`src/rtl/gra_pkg.sv`:
```
// shared types and constants of the guillotine rectangle allocator
`default_nettype none
package gra_pkg;

  localparam int PORT_COORD_BITS = 16;
  localparam int COUNT_BITS      = 7;
  localparam int REGION_BITS     = 2;
  localparam int NUM_PIECES      = 4;

  // memory regions relative to the one that holds the live free list
  localparam logic [REGION_BITS-1:0] REG_OFS_L = 2'd1;
  localparam logic [REGION_BITS-1:0] REG_OFS_S = 2'd2;
  localparam logic [REGION_BITS-1:0] REG_OFS_P = 2'd3;

  typedef enum logic [1:0] {
    PC_BELOW = 2'd0,
    PC_ABOVE = 2'd1,
    PC_LEFT  = 2'd2,
    PC_RIGHT = 2'd3
  } piece_t;

  typedef enum logic [0:0] {
    CFG_ATLAS_WIDTH  = 1'b0,
    CFG_ATLAS_HEIGHT = 1'b1
  } cfg_reg_t;

endpackage
`default_nettype wire

```
`src/rtl/gra_cut.sv`:
```
// two stage unit that cuts one rectangle out of a free rectangle
`default_nettype none
module gra_cut #(
  parameter int COORD_BITS = 16
) (
  input  wire logic                    clk,
  input  wire logic                    load,
  input  wire logic [4*COORD_BITS-1:0] f_rect,
  input  wire logic [4*COORD_BITS-1:0] c_rect,
  output logic      [gra_pkg::NUM_PIECES-1:0] mask,
  output logic      [4*COORD_BITS-1:0] pieces [gra_pkg::NUM_PIECES]
);
  import gra_pkg::*;

  localparam int CB = COORD_BITS;

  logic [CB-1:0] fx, fy, fw, fh, x1, y1;
  logic [CB:0]   x2, y2, fx2, fy2;

  logic [CB-1:0] in_fx, in_fy, in_fw, in_fh, in_cx, in_cy, in_cw, in_ch;
  logic [CB:0]   in_fx2, in_fy2, in_cx2, in_cy2;
  logic          ovl;

  always_comb begin
    in_fx  = f_rect[4*CB-1 -: CB];
    in_fy  = f_rect[3*CB-1 -: CB];
    in_fw  = f_rect[2*CB-1 -: CB];
    in_fh  = f_rect[CB-1:0];
    in_cx  = c_rect[4*CB-1 -: CB];
    in_cy  = c_rect[3*CB-1 -: CB];
    in_cw  = c_rect[2*CB-1 -: CB];
    in_ch  = c_rect[CB-1:0];
    in_fx2 = {1'b0, in_fx} + {1'b0, in_fw};
    in_fy2 = {1'b0, in_fy} + {1'b0, in_fh};
    in_cx2 = {1'b0, in_cx} + {1'b0, in_cw};
    in_cy2 = {1'b0, in_cy} + {1'b0, in_ch};
  end

  // stage one: intersection bounds
  always_ff @(posedge clk) begin
    if (load) begin
      fx  <= in_fx;
      fy  <= in_fy;
      fw  <= in_fw;
      fh  <= in_fh;
      fx2 <= in_fx2;
      fy2 <= in_fy2;
      x1  <= (in_fx > in_cx) ? in_fx : in_cx;
      y1  <= (in_fy > in_cy) ? in_fy : in_cy;
      x2  <= (in_fx2 < in_cx2) ? in_fx2 : in_cx2;
      y2  <= (in_fy2 < in_cy2) ? in_fy2 : in_cy2;
    end
  end

  // stage two: the pieces left around the intersection
  always_comb begin
    ovl = ({1'b0, x1} < x2) && ({1'b0, y1} < y2);
    pieces[PC_ABOVE] = {fx, fy, fw, CB'(y1 - fy)};
    pieces[PC_LEFT]  = {fx, y1, CB'(x1 - fx), CB'(y2 - {1'b0, y1})};
    pieces[PC_RIGHT] = {x2[CB-1:0], y1, CB'(fx2 - x2), CB'(y2 - {1'b0, y1})};
    if (ovl) begin
      pieces[PC_BELOW] = {fx, y2[CB-1:0], fw, CB'(fy2 - y2)};
      mask[PC_BELOW]   = y2 < fy2;
      mask[PC_ABOVE]   = y1 > fy;
      mask[PC_LEFT]    = x1 > fx;
      mask[PC_RIGHT]   = x2 < fx2;
    end else begin
      // untouched rectangle passes through as the only piece
      pieces[PC_BELOW] = {fx, fy, fw, fh};
      mask             = '0;
      mask[PC_BELOW]   = 1'b1;
    end
  end

endmodule
`default_nettype wire

```
`config.mk`:
```
export PLATFORM = sky130hd
export DESIGN_NAME = gra_cut
export DESIGN_NICKNAME = d
export VERILOG_FILES = /design/src/rtl/gra_pkg.sv /design/src/rtl/gra_cut.sv
export SDC_FILE = /design/constraint.sdc
export NUM_CORES = 1
export LEC_CHECK = 0
export ABC_CLOCK_PERIOD_IN_PS = 4900
export BUFFER_PORTS_ARGS = -buffer_cell sky130_fd_sc_hd__buf_2
export CAP_MARGIN = 20
export CORE_ASPECT_RATIO = 1.25
export CORE_MARGIN = 4
export CORE_UTILIZATION = 38
export CTS_CLUSTER_SIZE = 30
export DETAILED_ROUTE_END_ITERATION = 12
export SYNTH_ARGS = -nofsm -noshare
export SYNTH_HDL_FRONTEND = slang
export SYNTH_SLANG_ARGS = --single-unit
```
`constraint.sdc`:
```
create_clock -name clk -period 4.9 [get_ports clk]
set_input_delay 0.245 -clock clk [delete_from_list [all_inputs] [get_ports clk]]
set_output_delay 0.245 -clock clk [all_outputs]
set_load 0.05 [all_outputs]
```
==> key figures <==
Status
  • Status: complete, no violations

Yosys
  • Synth area leaders: edfxtp_1 (31%), ha_1 (21%), inv_1 (4.7%)
  • Cell area after synthesis: 16000 um2
  • Mapped Nets: 2124
  • Post-synth top area share: 0.307
  • Top post-synthesis cells by count: ha_1 (270), inv_1 (202), edfxtp_1 (164), a21oi_1 (117), o21ai_0 (111)
  • Syn Area/Cell: 9.35 um2
  • Syn Inst Count: 1715
  • EDFF count, synth: 164
  • Syn. warnings: 0
  • Main synth FF type: edfxtp_1
  • Flops & latches, synth: 164
  • Synth async-reset ratio: 0
  • Count leader, synth: ha_1
  • Cell taking the most area after synthesis: edfxtp_1
  • Seq/Total Area, Yosys: 0.307
  • Synth cell types: 63

Cells and area
  • ANT cells: 0
  • Layout cells sized above 1: 0.240
  • Final Core Density: 0.456
  • P&R area growth vs syn: 17.9%
  • Post-layout nets: 2465
  • Final instance area: 18900 um2

Power
  • Total power: 10700 uW
  • VDD IR max: 0.615 mV
  • Power Dens Cells: 566 nW/um2
  • Static leakage: 0.00932 uW

Hold path
  • Worst min-delay path category: input port to flip-flop
  • Worst Hold Launch: f_rect[47]
  • Hold path depth: 1
  • Hold EP: fy[15]$_DFFE_PP_

Detailed routing
  • Initial DRC count: 784
  • DRT Pass-1 Iters: 5
  • Final ANT Viol Nets: 0
  • WL/cell: 19.6 um
  • Via count: 13812
  • DRC viols: 0
  • Via density: 5.27
  • Detailed Route WL: 51.4 mm

Clock network
  • CTS tree: yes
  • CTS Root Buffer Type: clkbuf_16
  • # Post-CTS Setup Buffers: 0
  • Maximum root-to-sink buffer count: 2
  • Clk slew on worst S/H paths: 0.07 ns
  • Sinks on Clock Net: 164
  • Num CTS Buffers: 17
  • # H-tree levels: 4

Critical path
  • Critical Path RT: 5.10 ns
  • Critical path class: input port to flip-flop
  • CP Capture Type: flip-flop
  • Delay-heaviest family, CP: compound AO/OA/AOI/OAI gates
  • WP depth: 19
  • Cell mode on critical path: a21oi_1
  • Crit path DAT: 4.83 ns
  • CP max stage delay: 0.54 ns
  • Startpoint Class: input port
  • CP max FO: 14
  • CP bufs+invs: 3
  • Slowest library cell on the worst path: dlygate4sd3_1
  • CP Cell Sequence: dlygate4sd3_1 -> buf_2 -> ha_1 -> fa_1 -> a21oi_1 -> o221ai_1 -> o31a_1 -> a21o_1 -> a21oi_1 -> xnor2_1 -> ha_1 -> a21o_1 -> a21oi_1 -> o221ai_1 -> a211o_1 -> a31o_2 -> nand2_1 -> buf_4 -> o21ai_0

STA
  • Setup ws final: 0.273 ns
  • Max-Slew Margin vs Limit: 0.353
  • Worst-margin pin slew: 0.970 ns
  • Final period utilization: 0.944
  • Final setup fails: 0
  • Minimum clock period: 4.63 ns
  • Final Hold Fails: 0
  • RSZ-0062 raised after global routing: no
  • Max-slew violations: 0
  • Sum Neg Setup Slack: 0 ns
  • Max frequency: 0.216 GHz

Placement
  • Placement Setup Slack: 0.222 ns
  • IO buf count: 389
  • GPL Wtd Cong: 0.915
  • Dpl hpwl: 42.7 mm
  • Dpl cell area: 17900 um2

Global route
  • Antenna violations before repair: 0
  • Grt ovf: 0
  • GRT Total Usage: 0.217
  • Largest net degree at the start of global routing: 95
  • First-pass GRT wire length: 75.9 mm
  • Vias in the first global route: 13462

Floorplanning
  • Die width: 192 um
  • Initial Util: 0.387
  • Core Region: 41400 um2
  • Rows: 83
  • Die Ht: 238 um
  • Top Ports: 390
  • Die area: 45600 um2

Job
  • Max_cap viols: 0
==> layer usage <==
| metal | routed length [um] | global-route usage |
|---|---|---|
| met3 | 2950 | 0.0385 |
| met1 | 20800 | 0.258 |
| met4 | 2080 | 0.0908 |
| met5 | 0 | 0 |
| met2 | 25500 | 0.385 |
==> sequential cells by signal, indices dropped and copies added (netlist names) <==
register  cells
fx2          17
fy2          17
x2           17
y2           17
fh           16
fw           16
fx           16
fy           16
x1           16
y1           16
==> cell type report <==
class / count / area [um2]
Timing Repair Buffer: 436 / 2400
Multi-Input combinational cell: 1235 / 9550
Inverter: 202 / 758
Tap cell: 552 / 691
Clock inverter: 15 / 155
Fill cell: 4034 / 22500
Sequential cell: 164 / 4920
Clock buffer: 17 / 425
==> power breakdown <==
group / switching, uW / internal, uW
clock network: 671 / 682
logic: 5360 / 1950
registers: 224 / 1830
==> worst max-delay path by stage <==
stage,to,from
after floorplan,y2[0]$_DFFE_PP_,f_rect[0]
after global placement,y2[0]$_DFFE_PP_,f_rect[0]
after detailed placement,y2[11]$_DFFE_PP_,f_rect[0]
after CTS,y2[11]$_DFFE_PP_,f_rect[0]
after global routing,y2[15]$_DFFE_PP_,f_rect[32]
final,y2[11]$_DFFE_PP_,f_rect[32]
==> metrics by stage <==
step / cells / hold WS, ns
floorplan: 1715 / 0.344
global placement: 2551 / 0.442
detailed placement: 2551 / 0.444
CTS: 2621 / 0.000380
global route: 2621 / 0.0146
finish: 2621 / 0.0249
==> cell usage in the layout, fill, tap and decap left out, types with 12 or more instances in the layout <==
cell           count
edfxtp_1         164
xnor2_1           62
buf_2            388
o21a_1            24
nand2b_1          12
a21oi_1          117
a21o_1            70
nand3_1           29
nand4_1           24
ha_1             270
o21ai_0          111
nor3_1            36
clkbuf_16         17
xor2_1            44
or2_2             12
a31oi_1           13
nor2_1            87
mux2_2            43
nor2b_1           28
inv_1            202
dlygate4sd3_1     38
o21bai_1          12
nand2_1          109
==> logic make-up (layout without fill, tap and decap cells) <==
family,count (synthesis),after routing,share of synthesized area
xor+xnor,106,106,0.0579
buf+inv,316,670,0.0975
fa+ha+maj,279,279,0.222
compound gates,423,423,0.167
flops,164,164,0.307
simple gates,375,375,0.113
mux,52,52,0.0358
==> repair_timing <==
item / in CTS / in global routing
resized for setup: 0 / 2
hold buffers: 38 / 0
hold endpoints to repair: 38 / 0
endpoints found under the setup margin: 0 / 16
(Power assumes the default switching activity.)
